`config.mk`:
```
export PLATFORM = sky130hd
export DESIGN_NAME = rtu_reply_frame_receiver_unit
export DESIGN_NICKNAME = d
export VERILOG_FILES = /design/src/hw/rtl/rtu_rfr_pkg.sv /design/src/hw/rtl/rtu_reply_frame_receiver_unit.sv /design/src/hw/rtl/rtu_rfr_csr.sv /design/src/hw/rtl/rtu_rfr_frame.sv
export SDC_FILE = /design/constraint.sdc
export NUM_CORES = 1
export LEC_CHECK = 0
export BUFFER_PORTS_ARGS = -buffer_cell sky130_fd_sc_hd__buf_2
export CORE_MARGIN = 1.5
export CORE_UTILIZATION = 43
export CTS_CLUSTER_DIAMETER = 80
export DETAILED_ROUTE_END_ITERATION = 16
export PLACE_DENSITY = 0.69
export SLEW_MARGIN = 20
export SYNTH_ARGS = -nofsm -noshare
export SYNTH_HDL_FRONTEND = slang
export SYNTH_SLANG_ARGS = --single-unit
```
`constraint.sdc`:
```
create_clock -name clock -period 5.35 [get_ports clock]
set_input_delay 1.07 -clock clock [delete_from_list [all_inputs] [get_ports clock]]
set_output_delay 1.07 -clock clock [all_outputs]
set_load 0.03 [all_outputs]
```
`src/hw/rtl/rtu_rfr_pkg.sv`:
```
package rtu_rfr_pkg;

   // Input opcodes
   localparam logic OP_BYTE    = 1'b0;
   localparam logic OP_RESTART = 1'b1;

   // Reply modes
   localparam logic MODE_READ  = 1'b0;
   localparam logic MODE_WRITE = 1'b1;

   // Frame status codes
   localparam logic STATUS_OK        = 1'b0;
   localparam logic STATUS_CRC_ERROR = 1'b1;

   // Register indexes (address bit 2)
   localparam logic REG_STATION_ADDRESS = 1'b0;
   localparam logic REG_REPLY_MODE      = 1'b1;

   // Register reset values
   localparam logic [7:0] STATION_ADDRESS_RESET = 8'd1;
   localparam logic       REPLY_MODE_RESET      = MODE_READ;

   // Frame layout, in byte positions
   localparam logic [8:0] HDR_LEN        = 9'd3;
   localparam logic [8:0] FRAME_OVERHEAD = 9'd5;
   localparam logic [8:0] WRITE_LAST_POS = 9'd7;
   localparam logic [8:0] COUNT_POS      = 9'd2;

   // CRC-16/MODBUS
   localparam logic [15:0] CRC_INIT = 16'hFFFF;
   localparam logic [15:0] CRC_POLY = 16'hA001;

   localparam int CSR_ADDR_WIDTH = 3;
   localparam int CSR_DATA_WIDTH = 32;

   typedef struct packed {
      logic [7:0] station_address;
      logic       reply_mode;
   } cfg_type;

   typedef struct packed {
      logic       payload_valid;
      logic [7:0] payload_byte;
      logic [7:0] payload_index;
      logic       frame_done;
      logic       frame_status;
   } result_type;

   // Fold one byte into the reflected CRC, one bit per step
   function automatic logic [15:0] crc_feed(input logic [15:0] crc, input logic [7:0] data);
      logic [15:0] acc;
      acc = crc ^ {8'h00, data};
      for (int i = 0; i < 8; i++) begin
         if (acc[0]) begin
            acc = (acc >> 1) ^ CRC_POLY;
         end else begin
            acc = acc >> 1;
         end
      end
      return acc;
   endfunction

endpackage

```
`src/hw/rtl/rtu_reply_frame_receiver_unit.sv`:
```
// Channel   Handshake              Payload
// req       req_valid / req_stall  req_opcode, req_rx_byte
// rsp       rsp_valid / rsp_stall  rsp_payload_valid, rsp_payload_byte, rsp_payload_index,
//                                  rsp_frame_done, rsp_frame_status
// csr       APB write/read         csr_paddr, csr_pwdata, csr_prdata
//
// One transaction per cycle sustained while the result port does not stall; each accepted
// request passes through the input register, then the result register, to the result port.
// The byte-wide CRC update and frame decode sit between those two registers.
// Synchronous active-high reset clears the frame state and both valid flags.
// A stalled result holds in the result register; the input register takes a
// request while it is empty or its transaction moves on to the result register.
module rtu_reply_frame_receiver_unit (
   input  logic                                      clock,
   input  logic                                      reset,
   input  logic                                      req_valid,
   output logic                                      req_stall,
   input  logic                                      req_opcode,
   input  logic [7:0]                                req_rx_byte,
   output logic                                      rsp_valid,
   input  logic                                      rsp_stall,
   output logic                                      rsp_payload_valid,
   output logic [7:0]                                rsp_payload_byte,
   output logic [7:0]                                rsp_payload_index,
   output logic                                      rsp_frame_done,
   output logic                                      rsp_frame_status,
   input  logic                                      csr_psel,
   input  logic                                      csr_penable,
   input  logic                                      csr_pwrite,
   input  logic [rtu_rfr_pkg::CSR_ADDR_WIDTH-1:0]    csr_paddr,
   input  logic [rtu_rfr_pkg::CSR_DATA_WIDTH-1:0]    csr_pwdata,
   output logic [rtu_rfr_pkg::CSR_DATA_WIDTH-1:0]    csr_prdata,
   output logic                                      csr_pready
);
   import rtu_rfr_pkg::*;

   cfg_type    cfg;
   result_type result;

   logic       s1_valid_ff,   s1_valid_in;
   logic       s1_opcode_ff;
   logic [7:0] s1_rx_byte_ff;
   logic       rsp_valid_ff,  rsp_valid_in;
   result_type rsp_data_ff;
   logic       accept;
   logic       advance;

   rtu_rfr_csr u_csr (
      .clock       (clock),
      .reset       (reset),
      .csr_psel    (csr_psel),
      .csr_penable (csr_penable),
      .csr_pwrite  (csr_pwrite),
      .csr_paddr   (csr_paddr),
      .csr_pwdata  (csr_pwdata),
      .csr_prdata  (csr_prdata),
      .csr_pready  (csr_pready),
      .cfg         (cfg)
   );

   rtu_rfr_frame u_frame (
      .clock   (clock),
      .reset   (reset),
      .advance (advance),
      .opcode  (s1_opcode_ff),
      .rx_byte (s1_rx_byte_ff),
      .cfg     (cfg),
      .result  (result)
   );

   // Move on when the result register is free or being emptied
   assign advance   = s1_valid_ff && (!rsp_valid_ff || !rsp_stall);
   assign req_stall = s1_valid_ff && !advance;
   assign accept    = req_valid && !req_stall;

   always_comb begin
      if (accept) begin
         s1_valid_in = 1'b1;
      end else if (advance) begin
         s1_valid_in = 1'b0;
      end else begin
         s1_valid_in = s1_valid_ff;
      end
      if (advance) begin
         rsp_valid_in = 1'b1;
      end else begin
         rsp_valid_in = rsp_valid_ff && rsp_stall;
      end
   end

   // Valid flags
   always_ff @(posedge clock) begin
      if (reset) begin
         s1_valid_ff  <= 1'b0;
         rsp_valid_ff <= 1'b0;
      end else begin
         s1_valid_ff  <= s1_valid_in;
         rsp_valid_ff <= rsp_valid_in;
      end
   end

   // Input and result payload registers
   always_ff @(posedge clock) begin
      if (accept) begin
         s1_opcode_ff  <= req_opcode;
         s1_rx_byte_ff <= req_rx_byte;
      end
      if (advance) begin
         rsp_data_ff <= result;
      end
   end

   assign rsp_valid         = rsp_valid_ff;
   assign rsp_payload_valid = rsp_data_ff.payload_valid;
   assign rsp_payload_byte  = rsp_data_ff.payload_byte;
   assign rsp_payload_index = rsp_data_ff.payload_index;
   assign rsp_frame_done    = rsp_data_ff.frame_done;
   assign rsp_frame_status  = rsp_data_ff.frame_status;

`ifndef NO_ASSERTIONS
   // a byte is never both payload and frame end
   assert property (@(posedge clock) disable iff (reset)
      rsp_valid |-> !(rsp_payload_valid && rsp_frame_done))
      else $error("payload byte also closes a frame");

   // a CRC error is only reported on the closing byte
   assert property (@(posedge clock) disable iff (reset)
      (rsp_valid && rsp_frame_status) |-> rsp_frame_done)
      else $error("frame status set without frame end");

   // non-payload results carry zero byte and index
   assert property (@(posedge clock) disable iff (reset)
      (rsp_valid && !rsp_payload_valid)
         |-> (rsp_payload_byte == 8'd0 && rsp_payload_index == 8'd0))
      else $error("stale payload fields on non-payload result");

   // a held request with a free output lands in the result register next cycle
   assert property (@(posedge clock) disable iff (reset)
      (s1_valid_ff && !rsp_valid_ff) |=> rsp_valid_ff)
      else $error("request failed to reach result register");
`endif

endmodule

```
`src/hw/rtl/rtu_rfr_csr.sv`:
```
module rtu_rfr_csr (
   input  logic                                      clock,
   input  logic                                      reset,
   input  logic                                      csr_psel,
   input  logic                                      csr_penable,
   input  logic                                      csr_pwrite,
   input  logic [rtu_rfr_pkg::CSR_ADDR_WIDTH-1:0]    csr_paddr,
   input  logic [rtu_rfr_pkg::CSR_DATA_WIDTH-1:0]    csr_pwdata,
   output logic [rtu_rfr_pkg::CSR_DATA_WIDTH-1:0]    csr_prdata,
   output logic                                      csr_pready,
   output rtu_rfr_pkg::cfg_type                      cfg
);
   import rtu_rfr_pkg::*;

   logic [7:0] station_address_ff;
   logic [7:0] station_address_in;
   logic       reply_mode_ff;
   logic       reply_mode_in;
   logic       write_en;
   logic       reg_index;

   assign csr_pready = 1'b1;
   assign write_en   = csr_psel && csr_penable && csr_pwrite;
   assign reg_index  = csr_paddr[2];

   // Decode the write
   always_comb begin
      station_address_in = station_address_ff;
      reply_mode_in      = reply_mode_ff;
      if (write_en) begin
         unique case (reg_index)
            REG_STATION_ADDRESS: station_address_in = csr_pwdata[7:0];
            REG_REPLY_MODE:      reply_mode_in      = csr_pwdata[0];
            default: ;
         endcase
      end
   end

   always_ff @(posedge clock) begin
      if (reset) begin
         station_address_ff <= STATION_ADDRESS_RESET;
         reply_mode_ff      <= REPLY_MODE_RESET;
      end else begin
         station_address_ff <= station_address_in;
         reply_mode_ff      <= reply_mode_in;
      end
   end

   // Read back
   always_comb begin
      unique case (reg_index)
         REG_STATION_ADDRESS: csr_prdata = {24'h0, station_address_ff};
         REG_REPLY_MODE:      csr_prdata = {31'h0, reply_mode_ff};
         default:             csr_prdata = '0;
      endcase
   end

   assign cfg.station_address = station_address_ff;
   assign cfg.reply_mode      = reply_mode_ff;

endmodule

```
`src/hw/rtl/rtu_rfr_frame.sv`:
```
module rtu_rfr_frame (
   input  logic                     clock,
   input  logic                     reset,
   input  logic                     advance,
   input  logic                     opcode,
   input  logic [7:0]               rx_byte,
   input  rtu_rfr_pkg::cfg_type     cfg,
   output rtu_rfr_pkg::result_type  result
);
   import rtu_rfr_pkg::*;

   logic        in_frame_ff,        in_frame_in;
   logic [8:0]  byte_position_ff,   byte_position_in;
   logic [7:0]  payload_count_ff,   payload_count_in;
   logic [15:0] running_crc_ff,     running_crc_in;
   logic        first_crc_match_ff, first_crc_match_in;

   logic [7:0]  count_now;
   logic [8:0]  payload_end;
   logic [8:0]  crc_lo_pos;
   logic [8:0]  crc_hi_pos;
   logic        feed;
   logic        done;
   logic [8:0]  index_wide;

   // Count byte is live at its own position
   assign count_now   = (byte_position_ff == COUNT_POS) ? rx_byte : payload_count_ff;
   assign payload_end = {1'b0, count_now} + HDR_LEN;
   assign crc_lo_pos  = payload_end;
   assign crc_hi_pos  = {1'b0, count_now} + (FRAME_OVERHEAD - 9'd1);
   assign feed        = (byte_position_ff < payload_end) || (byte_position_ff < HDR_LEN);
   assign index_wide  = byte_position_ff - HDR_LEN;

   // Work out the result and the next frame state
   always_comb begin
      in_frame_in        = in_frame_ff;
      byte_position_in   = byte_position_ff;
      payload_count_in   = payload_count_ff;
      running_crc_in     = running_crc_ff;
      first_crc_match_in = first_crc_match_ff;
      result             = '0;
      done               = 1'b0;

      if (opcode == OP_RESTART) begin
         // drop any frame in progress
         in_frame_in        = 1'b0;
         byte_position_in   = '0;
         payload_count_in   = '0;
         running_crc_in     = CRC_INIT;
         first_crc_match_in = 1'b0;
      end else if (!in_frame_ff) begin
         // hunt for the station address
         if (rx_byte == cfg.station_address) begin
            in_frame_in        = 1'b1;
            running_crc_in     = crc_feed(CRC_INIT, rx_byte);
            first_crc_match_in = 1'b0;
            payload_count_in   = '0;
            byte_position_in   = 9'd1;
         end
      end else begin
         if (byte_position_ff == COUNT_POS) begin
            payload_count_in = rx_byte;
         end
         if (feed) begin
            running_crc_in = crc_feed(running_crc_ff, rx_byte);
         end

         if (cfg.reply_mode == MODE_READ) begin
            if (byte_position_ff >= HDR_LEN && byte_position_ff < payload_end) begin
               result.payload_valid = 1'b1;
               result.payload_byte  = rx_byte;
               result.payload_index = index_wide[7:0];
            end else if (byte_position_ff >= HDR_LEN && byte_position_ff == crc_lo_pos) begin
               // low CRC byte comes first on the wire
               first_crc_match_in = (rx_byte == running_crc_ff[7:0]);
            end else if (byte_position_ff >= crc_hi_pos) begin
               done                = 1'b1;
               result.frame_status = (first_crc_match_ff && rx_byte == running_crc_ff[15:8])
                                     ? STATUS_OK : STATUS_CRC_ERROR;
            end
         end else begin
            if (byte_position_ff >= WRITE_LAST_POS) begin
               done                = 1'b1;
               result.frame_status = STATUS_OK;
            end
         end

         result.frame_done = done;
         if (done) begin
            in_frame_in        = 1'b0;
            byte_position_in   = '0;
            payload_count_in   = '0;
            running_crc_in     = CRC_INIT;
            first_crc_match_in = 1'b0;
         end else begin
            byte_position_in = byte_position_ff + 9'd1;
         end
      end
   end

   // Hold frame state; advance it as each transaction leaves the input register
   always_ff @(posedge clock) begin
      if (reset) begin
         in_frame_ff        <= 1'b0;
         byte_position_ff   <= '0;
         payload_count_ff   <= '0;
         running_crc_ff     <= CRC_INIT;
         first_crc_match_ff <= 1'b0;
      end else if (advance) begin
         in_frame_ff        <= in_frame_in;
         byte_position_ff   <= byte_position_in;
         payload_count_ff   <= payload_count_in;
         running_crc_ff     <= running_crc_in;
         first_crc_match_ff <= first_crc_match_in;
      end
   end

endmodule

```
### Word-level counts from Yosys, hierarchy flattened

Cells that the tools add are included.

* add/sub/neg operators: 4
* $lt $le $gt $ge: 5
* eq/ne operators: 9
* multiplexer cells: 96
* bitwise logic cells: 22
* reductions and logical operators: 26

Operator list (count)
* 16-bit two-way mux: 63
* 32-bit one-hot mux with 2 select lines: 1
* 2-bit inverter with 3-bit output: 16
* 8-bit two-way mux: 5
* 9-bit two-way mux: 4
* 8-bit == test: 3
* 1-bit two-way mux: 22
* 17-bit two-way mux: 1
* 4-bit != test (second input constant): 4
* 8-bit inverter with 16-bit output: 1
* 16-bit by 8-bit XOR with 16-bit output: 1
* 8-bit by 2-bit adder with 9-bit output (second input constant): 1
* 8-bit by 3-bit adder with 9-bit output (second input constant): 1
* 9-bit by 1-bit adder with 9-bit output (second input constant): 1
* 9-bit by 2-bit == test with 1-bit output (second input constant): 1
* 9-bit == test: 1
* 9-bit by 2-bit >= comparator with 1-bit output (second input constant): 1
* 9-bit by 3-bit >= comparator with 1-bit output (second input constant): 1
* 9-bit >= comparator: 1
* 1-bit logical AND: 9
* 9-bit by 2-bit less-than comparator with 1-bit output (second input constant): 1
* 9-bit less-than comparator: 1
* 8-bit by 2-bit subtractor with 8-bit output (second input constant): 1
* 2-bit AND reduction: 3
* other kinds (11): 18

* flip-flop bits (word level): 74
* bits of input ports: 51
* output and inout port bits: 54
* word-level logic and storage cells: 178

### Logic depth before layout (Yosys ltp)

Gate-level depths: netlist (run 1).

* depth after elaboration: 44
* mapped depth: 19

### Modules after synthesis

Synthesis (run 1) repeated with hierarchy kept, for this count alone.

* cell total of the unflattened synthesis: 532
* area, all modules: 4973.5 µm²

By module, submodules not included
* rtu_rfr_frame: instances 1, cells each 417, area each 3350.7 µm²
* rtu_reply_frame_receiver_unit: instances 1, cells each 38, area each 927.1 µm²
* rtu_rfr_csr: instances 1, cells each 77, area each 695.7 µm²

### Worst setup path after synthesis (run 1)

Ideal clock, no wire load.

* path type: register to register
* start: register u_frame.byte_position_ff[2]
* end: register u_frame.running_crc_ff[15]
* library setup time: 0.122 ns
* arrival time: 4.187 ns
* required time: 5.228 ns
* setup slack: 1.042 ns
* cell stages (with the launch flop): 19
* path buffers: 2
* path through: dfxtp_1 -> clkbuf_1 -> nor2_1 -> and4_1 -> buf_4 -> mux2i_1 -> inv_1 -> ha_1 -> nand2_1 -> or3_1 -> or2_1 -> ha_1 -> nand2_1 -> or3_1 -> a21o_1 -> o211ai_1 -> nand3_2 -> a31o_4 -> o32a_1

* cells in the longest elaborated chain, start to end: 13
* elaborated cells on any way between the ends: 25
* those cells by class: 2 x add/sub; 5 x order compare; 3 x eq/ne; 11 x mux; 4 x reduce/logical

Ends and longest elaborated chain
* from (decl): line rtu_rfr_frame.sv:13 `logic [8:0] byte_position_ff, byte_position_in;`
* from (signal assigned): line rtu_rfr_frame.sv:111 `byte_position_ff <= byte_position_in;`
* 9-bit by 2-bit == test with 1-bit output: line rtu_rfr_frame.sv:27 `assign count_now = (byte_position_ff == COUNT_POS) ? rx_byte : payload_count_ff;`
* 8-bit two-way mux: line rtu_rfr_frame.sv:27
* 8-bit by 3-bit adder with 9-bit output or 8-bit by 2-bit adder with 9-bit output (tied branches): line rtu_rfr_frame.sv:30, rtu_rfr_frame.sv:28
* 9-bit >= comparator or 9-bit == test (tied branches): line rtu_rfr_frame.sv:76, rtu_rfr_frame.sv:73
* 1-bit two-way mux or 1-bit logical AND (tied branches): line rtu_rfr_frame.sv:76, rtu_rfr_frame.sv:73
* 1-bit two-way mux: line rtu_rfr_frame.sv:73 `end else if (byte_position_ff >= HDR_LEN && byte_position_ff == crc_lo_pos) begin`
* 1-bit two-way mux: line rtu_rfr_frame.sv:69 `if (byte_position_ff >= HDR_LEN && byte_position_ff < payload_end) begin`
* 1-bit two-way mux: line rtu_rfr_frame.sv:68 `if (cfg.reply_mode == MODE_READ) begin`
* 1-bit two-way mux: line rtu_rfr_frame.sv:51 `end else if (!in_frame_ff) begin`
* 1-bit two-way mux: line rtu_rfr_frame.sv:44 `if (opcode == OP_RESTART) begin`
* 16-bit two-way mux: line rtu_rfr_frame.sv:89 `if (done) begin`
* 16-bit two-way mux: line rtu_rfr_frame.sv:51
* 16-bit two-way mux: line rtu_rfr_frame.sv:44
* to (signal assigned): line rtu_rfr_frame.sv:113 `running_crc_ff <= running_crc_in;`
* to (decl): line rtu_rfr_frame.sv:15 `logic [15:0] running_crc_ff, running_crc_in;`

Several ways; a longest one is shown, not always the timed one. The select of a mux whose other input is x is not followed.
A chain may end at the register's enable or synchronous reset.

### Worst setup path after layout (run 1)

* start: register u_frame.byte_position_ff[4]
* end: register u_frame.byte_position_ff[5]

* cells in the longest elaborated chain, start to end: 13
* elaborated cells on any way between the ends: 22
* those cells by class: 3 x add/sub; 4 x order compare; 2 x eq/ne; 11 x mux; 2 x reduce/logical

Ends and longest elaborated chain (line)
* 9-bit by 2-bit == test with 1-bit output: rtu_rfr_frame.sv:27
* 8-bit two-way mux: rtu_rfr_frame.sv:27
* 8-bit by 3-bit adder with 9-bit output or 8-bit by 2-bit adder with 9-bit output (tied branches): rtu_rfr_frame.sv:30, rtu_rfr_frame.sv:28
* 9-bit >= comparator or 9-bit == test (tied branches): rtu_rfr_frame.sv:76, rtu_rfr_frame.sv:73
* 1-bit two-way mux or 1-bit logical AND (tied branches): rtu_rfr_frame.sv:76, rtu_rfr_frame.sv:73
* 1-bit two-way mux: rtu_rfr_frame.sv:73
* 1-bit two-way mux: rtu_rfr_frame.sv:69
* 1-bit two-way mux: rtu_rfr_frame.sv:68
* 1-bit two-way mux: rtu_rfr_frame.sv:51
* 1-bit two-way mux: rtu_rfr_frame.sv:44
* 9-bit two-way mux (*): rtu_rfr_frame.sv:89
* 9-bit two-way mux (*): rtu_rfr_frame.sv:51
* 9-bit two-way mux (*): rtu_rfr_frame.sv:44

Mark *: on every way between the ends. The rest lies on a longest branch, timed or not. The select of a mux whose other input is x is not followed.

==> results of run 1 <==
## final cells by class
type                            instances  area [µm²]
Fill cell                            1050        5590
Multi-Input combinational cell        397        2670
Sequential cell                        74        1760
Inverter                               14        52.6
Clock buffer                            9         124
Timing Repair Buffer                   60         318
Clock inverter                          7        58.8
Tap cell                              140         175
## power breakdown
| group | switching, mW | internal [mW] | leakage, nW |
|---|---|---|---|
| Sequential | 0.0187 | 0.597 | 0.645 |
| Clock | 0.241 | 0.176 | 0.0925 |
| Combinational | 0.105 | 0.0635 | 1.39 |
## state kept, by name, summed over array words and instances, names as in the netlist
register and count:
u_frame.running_crc_ff 16, u_frame.byte_position_ff 9, rsp_payload_byte 8, rsp_payload_index 8, s1_rx_byte_ff 8, u_csr.station_address_ff 8, u_frame.payload_count_ff 8, rsp_frame_done 1
rsp_frame_status 1, rsp_payload_valid 1, rsp_valid 1, s1_opcode_ff 1, s1_valid_ff 1, u_csr.reply_mode_ff 1, u_frame.first_crc_match_ff 1, u_frame.in_frame_ff 1
## cell families after synthesis
logic type | count (synthesis)
flip-flops | 74
XOR/XNOR | 66
adder cells (fa/ha/maj) | 24
AND/OR/NAND/NOR | 185
other | 2
buffers and inverters | 65
AO/OA/AOI/OAI | 88
multiplexers | 9
## cells in the mapped netlist (all sizes together) (12+ instances only)
library cell	n	share of area, %
inv	13	1.0
nor2	41	3.3
nand2	54	4.3
and2	13	1.8
clkbuf	12	0.96
ha	24	6.4
dfxtp	46	20
xnor2	29	5.6
buf	39	5.6
nand3	15	1.7
a21oi	18	1.9
edfxtp	28	18
xor2	36	6.7
o21ai	15	1.7
## worst paths after layout
kind                                                            endpoint  slack [ps]  depth (start not counted)
worst max-delay path            u_frame.byte_position_ff[5]$_SDFFE_PP0P_         510                         17
worst max register to register  u_frame.byte_position_ff[5]$_SDFFE_PP0P_         510                         17
worst min-delay path            u_frame.payload_count_ff[0]$_SDFFE_PP0P_         460                          2
worst min register to register  u_frame.payload_count_ff[0]$_SDFFE_PP0P_         460                          2
## critical path, stage by stage (launching register included)
cell and delay [ps]:
dfxtp_1 460, nor3_2 290, and4_2 480, mux2i_1 230
inv_1 140, ha_1 210, nand2_1 110, or3_1 410
or2_1 220, ha_1 290, nand2_1 70, or3_1 400
a21o_1 210, o211ai_1 240, buf_4 180, a31oi_2 200
o21ai_2 480, nor2_1 100
## routing by layer
metal / routed length, µm / vias to the layer above / global-route usage, %
met5: 0 / - / 0
met4: 273 / 0 / 8.27
met3: 626 / 21 / 3.69
met2: 5040 / 144 / 32.0
met1: 4970 / 1740 / 26.2
li1: - / 1843 / -
==> impl_metrics.py, run 1 <==
metrics = {
    "worst_setup_path": {
        "critical_path.max_fanout": 11,
        "required_ps": 5590,
        "cp-startpoint": "u_frame.byte_position_ff[4]$_SDFFE_PP0P_",
        "r2r-start": "u_frame.byte_position_ff[4]$_SDFFE_PP0P_",
        "cp-end-kind": "flip-flop",
        "start_kind": "flip-flop",
        "path_class": "reg2reg",
        "worstPathArrival_ps": 5070,
    },
    "placement": {
        "gp_congestion": 0.891,
        "dpl.cell_count": 685,
        "hpwl_mm": 7.95,
        "placed_area_um2": 4970,
        "pre_cts_slack_ps": 416,
        "io_buffers": 53,
    },
    "timing": {
        "period_minus_slack_ps": 4840,
        "finClkSkew_ps": 16.9,
        "hold_slack_ps": 465,
        "grt_setup_unrepaired": "no",
        "fin_crit_sh_pct": 90.4,
        "max_freq_ghz": 0.207,
        "slew_violations": 0,
        "setup_viol": 0,
        "tightest_slew_ps": 786,
        "slew_headroom_pct": 47.6,
        "hold_violations": 0,
        "fin_ws_ps": 515,
        "fin_setup_tns_ps": 0,
    },
    "global_route": {
        "track_usage_pct": 19.9,
        "overflow": 0,
        "grt_max_degree": 24,
        "grt_pass1_vias": 3442,
        "antenna_found_initial": 0,
        "grt_pass1_wl_mm": 17.8,
    },
    "route": {
        "ant_nets": 0,
        "wirelength_mm": 10.9,
        "drt-wirelength-per-cell_um": 15.6,
        "avgViaCountPerCell": 5.35,
        "drt_iter0_drc": 223,
        "vias": 3748,
        "first_pass_iters": 5,
        "drc_errors": 0,
    },
    "cells_and_area": {
        "final_core_util_pct": 48.0,
        "postLayoutCellArea_um2": 5160,
        "syn_to_final_growth_pct": 9.63,
        "fin_nets": 631,
        "diodes": 0,
        "final_common_cell": "nand2_1",
        "instances_no_fill": 701,
        "final_cell_mix": "nand2_1 (54), buf_2 (53), dfxtp_1 (46)",
        "drive_gt1_share_pct": 16.6,
    },
    "synthesis": {
        "synth_fa_ha_area_share_pct": 6.38,
        "synth_edf_count": 28,
        "synth_compound_area_share_pct": 13.8,
        "ys.flop_type": "dfxtp_1",
        "synth_top_family_by_area": "simple AND/OR/NAND/NOR gates",
        "synth_simple_gate_area_share_pct": 19.8,
        "synth-async-reset-ratio_pct": 0,
        "yosys_warnings": 0,
        "synth.area.mux_share_pct": 1.94,
        "synth_xor_area_share_pct": 12.7,
        "syn_avg_cell_area_um2": 9.17,
        "syn_inst": 513,
        "synthDistinctLibCells": 68,
        "netlist_area_um2": 4700,
        "yosys_register_bits": 74,
        "yosysSeqAreaShare_pct": 37.5,
    },
    "hold_path": {
        "hold_start": "u_frame.payload_count_ff[0]$_SDFFE_PP0P_",
        "hold_class": "reg2reg",
    },
    "power": {
        "cellPowerDensity_nw_per_um2": 233,
        "p_leak_nw": 2.13,
        "vdd_drop_max_v": 0.000128,
        "power.total_mw": 1.20,
    },
    "cts": {
        "cts_setup_buffers": 0,
        "path_clk_slew_ps": 100,
        "cts-root-buf": "clkbuf_8",
        "cts_made_buffers": 9,
        "clockBufferDepth": 2,
        "clk_latency_ps": 370,
        "htreeDepth": 3,
        "cts.sink_count": 74,
        "cts_tree": "yes",
        "cts_resized": 0,
        "hold_buffers": 0,
    },
    "floorplanning": {
        "io_pins": 105,
        "row_count": 38,
        "initial_core_util_pct": 43.8,
        "die_y_um": 108,
        "core_um2": 10700,
        "fp.dieArea_um2": 11600,
        "die-width_um": 108,
    },
    "status": {
        "outcome": "finished, final reports clean",
    },
    "run": {
        "maxCapViolations": 0,
    },
}
Power figures use the tool's default switching activity.
==> inputs of run 2 (changes only) <==
--- a/config.mk
+++ b/config.mk
@@ -7,10 +7,10 @@
 export LEC_CHECK = 0
 export BUFFER_PORTS_ARGS = -buffer_cell sky130_fd_sc_hd__buf_2
 export CORE_MARGIN = 1.5
-export CORE_UTILIZATION = 43
+export CORE_UTILIZATION = 55
 export CTS_CLUSTER_DIAMETER = 80
 export DETAILED_ROUTE_END_ITERATION = 16
-export PLACE_DENSITY = 0.69
+export PLACE_DENSITY = 0.86
 export SLEW_MARGIN = 20
 export SYNTH_ARGS = -nofsm -noshare
 export SYNTH_HDL_FRONTEND = slang
==> run 2 against run 1 <==
  * Clock power is 12% higher
  * Die area is 21% lower
  * Non-clock buffer count is 1 lower
  * Fmax is 0.89% lower
  * Hold slack better by 6.2 ps
  * First-iteration DRC count is 80% higher
  * Sequential cell count stayed put
  * Critical endpoint is now u_frame.running_crc_ff[15]$_SDFFE_PP1P_
  * Largest cell class unchanged
==> impl_metrics.py, run 2 (synthesis results as in run 1) <==
metrics = {
    "status": {
        "outcome": "finished, final reports clean",
    },
    "power": {
        "p_leak_nw": 2.13,
        "vdd_drop_max_v": 0.000146,
        "cellPowerDensity_nw_per_um2": 244,
    },
    "hold_path": {
        "hold_class": "reg2reg",
        "whs_path_depth": 1,
        "holdPathEnd": "u_frame.payload_count_ff[2]$_SDFFE_PP0P_",
        "hold_start": "u_frame.payload_count_ff[2]$_SDFFE_PP0P_",
    },
    "cts": {
        "cts.sink_count": 74,
        "cts_setup_buffers": 0,
        "path_clk_slew_ps": 90,
        "hold_buffers": 0,
        "cts_tree": "yes",
        "htreeDepth": 3,
        "clockBufferDepth": 2,
        "clk_latency_ps": 370,
        "cts-root-buf": "clkbuf_8",
        "cts_resized": 0,
        "cts_made_buffers": 9,
    },
    "placement": {
        "pre_cts_slack_ps": 368,
        "gp_congestion": 0.930,
        "hpwl_mm": 7.92,
        "dpl.cell_count": 649,
        "io_buffers": 53,
    },
    "floorplanning": {
        "die-width_um": 95.5,
        "core_um2": 8260,
        "row_count": 33,
        "die_y_um": 95.5,
        "io_pins": 105,
        "initial_core_util_pct": 57.0,
        "fp.dieArea_um2": 9120,
    },
    "worst_setup_path": {
        "r2r_slack_ps": 470,
        "worstPathArrival_ps": 5140,
        "r2r_end": "u_frame.running_crc_ff[15]$_SDFFE_PP1P_",
        "r2r-start": "u_frame.byte_position_ff[4]$_SDFFE_PP0P_",
        "critical_path.max_fanout": 11,
        "start_kind": "flip-flop",
        "path_class": "reg2reg",
        "cp-end-kind": "flip-flop",
        "r2r_cells": 16,
        "required_ps": 5610,
    },
    "global_route": {
        "grt_util_met3_pct": 5.50,
        "overflow": 0,
        "grtUsageMet2_pct": 41.5,
        "met1_usage_pct": 31.2,
        "track_usage_pct": 25.2,
        "grt_pass1_wl_mm": 17.6,
        "grt_pass1_vias": 3687,
        "grt_max_degree": 24,
        "busiest_layer": "met2",
        "antenna_found_initial": 0,
    },
    "cells_and_area": {
        "instances_no_fill": 665,
        "regMostFlops": "u_frame.running_crc_ff",
        "top_regs": "u_frame.running_crc_ff x16, u_frame.byte_position_ff x9",
        "fill_cells": 690,
        "syn_to_final_growth_pct": 9.07,
        "fin_nets": 630,
        "final_common_cell": "nand2_1",
        "largest_reg_flops": 16,
        "drive_gt1_share_pct": 16.4,
        "diodes": 0,
        "final_core_util_pct": 62.1,
        "final_cell_mix": "nand2_1 (54), buf_2 (53), dfxtp_1 (46)",
    },
    "route": {
        "drt_iter0_drc": 401,
        "avgViaCountPerCell": 5.85,
        "wirelength_mm": 10.9,
        "ant_nets": 0,
        "vias": 3891,
        "first_pass_iters": 6,
        "drc_errors": 0,
        "drt-wirelength-per-cell_um": 16.3,
    },
    "timing": {
        "hold_slack_ps": 471,
        "fin_setup_tns_ps": 0,
        "tightest_slew_ps": 834,
        "hold_violations": 0,
        "period_minus_slack_ps": 4880,
        "fin_ws_ps": 471,
        "grt_setup_unrepaired": "no",
        "slew_violations": 0,
        "setup_viol": 0,
        "max_freq_ghz": 0.205,
        "finClkSkew_ps": 11.9,
        "slew_headroom_pct": 44.3,
        "fin_crit_sh_pct": 91.2,
    },
    "run": {
        "maxCapViolations": 0,
    },
}
-- run 2: cell types whose count changed in the layout (fill, tap and decap cells not counted) --
cell | previous run | this run
clkinv_2 | 1 | 0
bufinv_16 | 0 | 1
inv_6 | 3 | 2
buf_4 | 7 | 6
clkinv_4 | 1 | 2
-- run 2: worst max-delay path by stage --
stage | startpoint | to | slack, ps | depth (start not counted)
floorplan | u_frame.byte_position_ff[2]$_SDFFE_PP0P_ | u_frame.running_crc_ff[15]$_SDFFE_PP1P_ | 1040 | 18
finish | u_frame.byte_position_ff[4]$_SDFFE_PP0P_ | u_frame.running_crc_ff[15]$_SDFFE_PP1P_ | 470 | 16
global route | u_frame.byte_position_ff[4]$_SDFFE_PP0P_ | u_frame.running_crc_ff[15]$_SDFFE_PP1P_ | 160 | 16
global placement | u_frame.byte_position_ff[4]$_SDFFE_PP0P_ | u_frame.running_crc_ff[15]$_SDFFE_PP1P_ | 470 | 16
detailed placement | u_frame.byte_position_ff[4]$_SDFFE_PP0P_ | u_frame.running_crc_ff[15]$_SDFFE_PP1P_ | 370 | 16
CTS | u_frame.byte_position_ff[4]$_SDFFE_PP0P_ | u_frame.running_crc_ff[15]$_SDFFE_PP1P_ | 340 | 16
-- run 2: critical path, stage by stage, from the launching register on --
cell	delay (ps)
dfxtp_1	450
nor3_2	270
and4_2	470
mux2i_1	210
inv_1	130
ha_1	210
nand2_1	120
or3_1	400
or2_1	220
ha_1	290
nand2_1	60
or3_1	390
a21o_1	210
o211ai_1	420
nand3_2	260
a31o_4	340
o32a_1	330
-- run 2: area by class of cell --
cell class	count	area, µm²	area share [%]
clock buffers	9	124	2.41
clock inverters	7	83.8	1.63
inverters	14	52.6	1.02
multi-input cells	397	2670	52.0
flip-flops and latches	74	1760	34.3
well taps	105	131	2.56
repair buffers	59	310	6.05
-- run 2: power by group --
| group | switching [mW] | total (mW) | internal, mW |
|---|---|---|---|
| Clock | 0.242 | 0.466 | 0.223 |
| Combinational | 0.107 | 0.170 | 0.0635 |
| Sequential | 0.0186 | 0.616 | 0.597 |
-- run 2: metrics by stage --
stage / area, µm² / power (mW)
floorplan: 4790 / 0.772
global placement: 4920 / 0.790
detailed placement: 4920 / 0.796
CTS: 5130 / 1.25
global route: 5130 / 1.29
finish: 5130 / 1.25
-- run 2: routing by layer --
metal,wire length (µm),up-vias
met2,5070,243
met3,1130,52
met5,0,-
met1,4260,1757
met4,402,0
li1,-,1839
